<file path="src/rtl/core/pcl_pkg.sv">
// Shared types, constants and fixed-point helpers of the PID cost search block.
// Used by every module in rtl/core; depends on nothing else.
`default_nettype none

package pcl_pkg;

	localparam int FRAC_BITS = 16;
	localparam int ACC_W     = 65;
	localparam int DIV_W     = 50;
	localparam int DVS_W     = 19;
	localparam int DIV_ITER  = DIV_W / 2;
	localparam int DIV_CNT_W = $clog2(DIV_ITER + 1);

	localparam logic [63:0] PI_Q32 = 64'd13493037705;
	localparam logic signed [31:0] PI_FIX =
		32'((PI_Q32 + (64'd1 << (31 - FRAC_BITS))) >> (32 - FRAC_BITS));
	localparam logic [DVS_W-1:0] TWO_PI_FIX = DVS_W'(2 * PI_FIX);
	localparam logic signed [ACC_W-1:0] FORCE_MAX = ACC_W'(20 <<< FRAC_BITS);
	localparam logic signed [ACC_W-1:0] HALF_LSB  = ACC_W'(1 <<< (FRAC_BITS - 1));
	localparam logic signed [ACC_W-1:0] SAT_HI    = ACC_W'(64'sh7FFF_FFFF);
	localparam logic signed [ACC_W-1:0] SAT_LO    = ACC_W'(-64'sh8000_0000);
	localparam logic [47:0] COST_MAX = {48{1'b1}};

	typedef enum logic [2:0] {
		CFG_SETPOINT   = 3'd0,
		CFG_TIME_STEP  = 3'd1,
		CFG_STEPS      = 3'd2,
		CFG_ROLL_START = 3'd3,
		CFG_ROLL_STEP  = 3'd4,
		CFG_ROLL_COUNT = 3'd5,
		CFG_TORQUE     = 3'd6,
		CFG_DAMPING    = 3'd7
	} cfg_idx_t;

	typedef struct packed {
		logic [18:0] setpoint;
		logic [16:0] time_step;
		logic [11:0] steps_per_run;
		logic [18:0] roll_start;
		logic [17:0] roll_step;
		logic [6:0]  roll_count;
		logic [30:0] torque_gain;
		logic [30:0] damping_gain;
	} cfg_t;

	localparam cfg_t CFG_RESET = '{
		setpoint:      19'd0,
		time_step:     17'd6554,
		steps_per_run: 12'd51,
		roll_start:    19'(-51472),
		roll_step:     18'd17157,
		roll_count:    7'd7,
		torque_gain:   31'd1260,
		damping_gain:  31'd840
	};

	typedef enum logic [4:0] {
		OP_NONE, OP_LOAD, OP_SKIP, OP_RUN_INIT, OP_RUN_END, OP_ERR, OP_EDT,
		OP_INTEG, OP_KP, OP_KI, OP_DER, OP_KD_MUL, OP_KD, OP_U, OP_UT_MUL,
		OP_UT, OP_DR, OP_ACCEL, OP_ADT_MUL, OP_RATE, OP_RDT_MUL, OP_ANGLE,
		OP_WRAP, OP_WRAP_FIX, OP_COST, OP_FINISH
	} op_t;

	typedef struct packed {
		op_t op;
	} cmd_t;

	typedef struct packed {
		logic roll_done;
		logic start_zero;
		logic steps_done;
		logic div_busy;
		logic wrap_need;
		logic out_free;
	} stat_t;

	// Add half an LSB and shift right by FRAC_BITS: round to nearest, ties up.
	function automatic logic signed [ACC_W-1:0] fx_rnd(input logic signed [ACC_W-1:0] v);
		fx_rnd = (v + HALF_LSB) >>> FRAC_BITS;
	endfunction

	function automatic logic signed [31:0] sat32(input logic signed [ACC_W-1:0] v);
		logic signed [ACC_W-1:0] r;
		r = v;
		if (v > SAT_HI) begin
			r = SAT_HI;
		end else if (v < SAT_LO) begin
			r = SAT_LO;
		end
		sat32 = r[31:0];
	endfunction

endpackage

`default_nettype wire

</file>
<file path="src/rtl/core/pcl_ctrl.sv">
// PID cost search sequencer: walks runs and simulation steps, one op a cycle unless stalled.
// Depends on pcl_pkg for the command and status types.
`default_nettype none

module pcl_ctrl import pcl_pkg::*; (
	input  wire logic  clk,
	input  wire logic  arst_n,
	input  wire logic  in_valid,
	output logic       in_ready,
	input  wire stat_t stat,
	output cmd_t       cmd
);

	typedef enum logic [21:0] {
		ST_IDLE     = 22'd1 << 0,
		ST_ROLL     = 22'd1 << 1,
		ST_CHECK    = 22'd1 << 2,
		ST_EDT      = 22'd1 << 3,
		ST_INTEG    = 22'd1 << 4,
		ST_KP       = 22'd1 << 5,
		ST_KI       = 22'd1 << 6,
		ST_DER      = 22'd1 << 7,
		ST_KD_MUL   = 22'd1 << 8,
		ST_KD       = 22'd1 << 9,
		ST_U        = 22'd1 << 10,
		ST_UT_MUL   = 22'd1 << 11,
		ST_UT       = 22'd1 << 12,
		ST_DR       = 22'd1 << 13,
		ST_ACCEL    = 22'd1 << 14,
		ST_ADT_MUL  = 22'd1 << 15,
		ST_RATE     = 22'd1 << 16,
		ST_RDT_MUL  = 22'd1 << 17,
		ST_ANGLE    = 22'd1 << 18,
		ST_WRAP     = 22'd1 << 19,
		ST_WRAP_FIX = 22'd1 << 20,
		ST_FINISH   = 22'd1 << 21
	} state_t;

	state_t state_q, state_d;

	always_ff @(posedge clk or negedge arst_n) begin
		if (!arst_n) begin
			state_q <= ST_IDLE;
		end else begin
			state_q <= state_d;
		end
	end

	always_comb begin
		state_d  = state_q;
		cmd.op   = OP_NONE;
		in_ready = 1'b0;
		unique case (state_q)
			ST_IDLE: begin
				in_ready = 1'b1;
				if (in_valid) begin
					cmd.op  = OP_LOAD;
					state_d = ST_ROLL;
				end
			end
			ST_ROLL: begin
				if (stat.roll_done) begin
					cmd.op  = OP_COST;
					state_d = ST_FINISH;
				end else if (stat.start_zero) begin
					cmd.op = OP_SKIP;
				end else begin
					cmd.op  = OP_RUN_INIT;
					state_d = ST_CHECK;
				end
			end
			ST_CHECK: begin
				if (stat.steps_done) begin
					cmd.op  = OP_RUN_END;
					state_d = ST_ROLL;
				end else begin
					cmd.op  = OP_ERR;
					state_d = ST_EDT;
				end
			end
			ST_EDT: begin
				cmd.op  = OP_EDT;
				state_d = ST_INTEG;
			end
			ST_INTEG: begin
				cmd.op  = OP_INTEG;
				state_d = ST_KP;
			end
			ST_KP: begin
				cmd.op  = OP_KP;
				state_d = ST_KI;
			end
			ST_KI: begin
				cmd.op  = OP_KI;
				state_d = ST_DER;
			end
			ST_DER: begin
				if (!stat.div_busy) begin
					cmd.op  = OP_DER;
					state_d = ST_KD_MUL;
				end
			end
			ST_KD_MUL: begin
				cmd.op  = OP_KD_MUL;
				state_d = ST_KD;
			end
			ST_KD: begin
				cmd.op  = OP_KD;
				state_d = ST_U;
			end
			ST_U: begin
				cmd.op  = OP_U;
				state_d = ST_UT_MUL;
			end
			ST_UT_MUL: begin
				cmd.op  = OP_UT_MUL;
				state_d = ST_UT;
			end
			ST_UT: begin
				cmd.op  = OP_UT;
				state_d = ST_DR;
			end
			ST_DR: begin
				cmd.op  = OP_DR;
				state_d = ST_ACCEL;
			end
			ST_ACCEL: begin
				cmd.op  = OP_ACCEL;
				state_d = ST_ADT_MUL;
			end
			ST_ADT_MUL: begin
				cmd.op  = OP_ADT_MUL;
				state_d = ST_RATE;
			end
			ST_RATE: begin
				cmd.op  = OP_RATE;
				state_d = ST_RDT_MUL;
			end
			ST_RDT_MUL: begin
				cmd.op  = OP_RDT_MUL;
				state_d = ST_ANGLE;
			end
			ST_ANGLE: begin
				cmd.op  = OP_ANGLE;
				state_d = ST_WRAP;
			end
			ST_WRAP: begin
				cmd.op  = OP_WRAP;
				state_d = stat.wrap_need ? ST_WRAP_FIX : ST_CHECK;
			end
			ST_WRAP_FIX: begin
				if (!stat.div_busy) begin
					cmd.op  = OP_WRAP_FIX;
					state_d = ST_CHECK;
				end
			end
			ST_FINISH: begin
				if (!stat.div_busy && stat.out_free) begin
					cmd.op  = OP_FINISH;
					state_d = ST_IDLE;
				end
			end
			default: begin
				state_d = ST_IDLE;
			end
		endcase
	end

endmodule

`default_nettype wire

</file>
<file path="config.mk">
export PLATFORM = sky130hd
export DESIGN_NAME = pcl_ctrl
export DESIGN_NICKNAME = d
export VERILOG_FILES = /design/src/rtl/core/pcl_pkg.sv /design/src/rtl/core/pcl_ctrl.sv
export SDC_FILE = /design/constraint.sdc
export NUM_CORES = 1
export LEC_CHECK = 0
export BUFFER_PORTS_ARGS = -buffer_cell sky130_fd_sc_hd__clkbuf_2
export CAP_MARGIN = 20
export CORE_UTILIZATION = 53
export CTS_CLUSTER_SIZE = 16
export DETAILED_ROUTE_END_ITERATION = 10
export PLACE_DENSITY = 0.76
export SKIP_LAST_GASP = 1
export SYNTH_ARGS = -nofsm -noshare
export SYNTH_HDL_FRONTEND = slang
export SYNTH_SLANG_ARGS = --single-unit
export TNS_END_PERCENT = 10
</file>
<file path="constraint.sdc">
create_clock -name clk -period 2 [get_ports clk]
set_clock_uncertainty 0.15 [all_clocks]
set_input_delay 0.2 -clock clk [delete_from_list [all_inputs] [get_ports clk]]
set_output_delay 0.2 -clock clk [all_outputs]
set_load 0.005 [all_outputs]
</file>
==> out/metrics.cfg <==
[setup_path]
path_buf_inv=2
cp.depth=8
crit_family=simple AND/OR/NAND/NOR gates
reg2reg_slack_ns=-0.58
path_class=flip-flop to primary output
required_ns=1.65
r2r_cells=10
end_kind=primary output
slowest_stage=dfrtp_1
crit_start=state_q[18]
critPathArrivalTime_ns=2.48
crit_fanout=6
cp_cell_sequence=nor4_4, nand2_2, buf_6, or3_4, nor2_1, a211oi_1, nand3_1, clkbuf_2
reg2reg_to=state_q[21]
slowest_delay_ns=0.45
r2r_start=state_q[18]
cp-start-kind=flip-flop

[place]
io_buffers=14
pre_cts_ws_ns=-0.443
gp_congestion=1.03
dp_hpwl_um=3700

[worst_hold_path]
worstHoldPathCells=2
hold_path.class=input port to flip-flop
min_from=stat[1]
hold_end=state_q[20]

[global_route]
grt_pass1_vias=1784
grt_max_degree=23
grtUsageTotal_pct=35.4
grt_overflow=0
antenna_found_initial=0
grt_pass1_wl_um=8320

[yosys]
synth_fp_nets=167
ys_seq_elements=22
synthesis.area_um2=1520
yosys_warnings=0
synth_cell_types=54
synth_area_per_cell_um2=9.62
synth_seq_area_share_pct=36.3
synth-async-reset-ratio_pct=100
synth_common_cells=dfrtp_1 (21), nor2_1 (21), nor3_1 (10), nand2_1 (7), nor4_1 (6)
syn_inst=158
synth.top_cell.area_share_pct=34.6
synth_edf_count=0
synthFlopType=dfrtp_1
yosys-top-cells-area=dfrtp_1 (35%), nor2_1 (5.2%), nor4_2 (4.1%)
yosysTopAreaCell=dfrtp_1

[route]
vias=1877
drtIter0Drc=197
drcViolationCount=0
avgViaCountPerCell=6.75
routedWlPerCell_um=21.1
first_pass_iters=5
ant_nets=0
wl_um=5860

[clocking]
ctsHtreeMaxLevel=1
cts_sinks=22
clk_path_buf_depth=2
insertion_delay_ns=0.33
cts_tree=yes
path_clk_slew_ns=0.14
cts_buffers=3
cts_root_buf=clkbuf_4

[layout]
insertedDiodeCount=0
largest_register_ffs=22
nNetsFinal=257
post-route-util_pct=86.6
top_register=state_q
drive_above_1_share_pct=49.4
largestRegisters=state_q: 22 flops
areaGrowthSynthToFinish_pct=55.7

[power]
power.density_nw_per_um2=875
p_leak_nw=1.12
irDropWorstVdd_mv=0.775

[sta]
relSlewSlack_pct=60.8
final-setup-viol-count=21
max_freq_mhz=353
hold_viol_final=0
min_period_ns=2.83
rsz0062_at_grt=yes
tightest_slew_ns=0.589
layout_setup_ws_ns=-0.833
maxSlewViolCount=0
fin_crit_sh_pct=142

[status]
failed_checks=setup timing
status=complete, but fails checks

[floorplan]
io-pin-count=15
rows=19
start_util_pct=55.6
die_y_um=55.6
die_w_um=55.6
dieArea_um2=3090
core_area_um2=2730

[flow_run]
cap_viol_max_count=0

## layout make-up
cell class              count  area [um^2]
clock inverters             1         30.0
repair buffers             90          656
clock buffers               3         22.5
inverters                   2         7.51
well taps                  31         38.8
fillers                   132          367
multi-input cells         129         1060
flip-flops and latches     22          552
## where the power goes
group          switching, mW  leakage, nW  internal (mW)
clock                  0.155       0.0279          0.203
combinational          0.633        0.791          0.574
sequential            0.0234        0.302          0.483
## layer usage
metal / track usage [%] / wire length (um) / up-vias
met3: 6.79 / 410 / 46
met4: 21.8 / 344 / 0
li1: - / - / 794
met2: 59.2 / 2820 / 148
met5: 0 / 0 / -
met1: 41.8 / 2290 / 889
## worst max path at each step
| stage | endpoint |
|---|---|
| 4_1_cts | cmd[1] |
| 6_report | cmd[0] |
| 3_3_place_gp | cmd[3] |
| 5_1_grt | cmd[3] |
| 2_1_floorplan | cmd[1] |
| 3_5_place_dp | cmd[3] |
## what timing repair did
action / 4_1_cts / 5_1_grt
setup buffers: 9 / 1
gates resized for setup: 10 / 7
endpoints found under the setup margin: 21 / 22
gates cloned: 0 / 0
pin swaps: 9 / 2
endpoints found under the hold margin: 23 / 0
hold buffers: 3 / 0
## per-stage QoR
step                hold WS, ns  instances  setup TNS [ns]  cell area [um^2]  power (mW)
detailed placement       0.0698        261           -3.79              2110        1.51
global route             0.0213        278           -9.52              2370        2.13
global placement         0.0554        261           -2.69              2110        1.48
finish                  0.00759        278           -7.71              2370        2.07
CTS                      0.0126        277           -5.30              2320        1.97
floorplan                -0.246        158          -0.806              1550        1.02
## cell usage in the layout, fill, tap and decap left out, types with 4 or more instances in the layout
master	count
nand3_1	5
nand2_1	6
a211oi_1	4
dfrtp_1	21
nor4_4	4
nand4b_1	5
clkbuf_2	14
nor4_2	4
nand2b_1	5
nor2_1	20
buf_4	71
nor4_1	4
nand4_1	4
xnor2_1	4
nor3_1	8
## cells by family (layout without fill, tap and decap cells)
| logic type | after synthesis | count (layout) | share of synthesized area, % |
|---|---|---|---|
| buffers and inverters | 7 | 96 | 1.89 |
| xor gates and xnor gates | 6 | 6 | 3.46 |
| DFF | 22 | 22 | 36.3 |
| AOI/OAI and AO/OA | 23 | 23 | 12.0 |
| and+or+nand+nor | 100 | 100 | 46.3 |
## worst reg2reg max path, stage by stage (launching register included)
cell and delay, ns:
dfrtp_1 0.45, nor4_4 0.42, nand2_2 0.14, buf_6 0.17, or2_4 0.26, nor2_2 0.13
nand4b_1 0.24, buf_4 0.22, buf_4 0.12, buf_4 0.11, o41ai_1 0.06
Power figures use the tool's default switching activity.
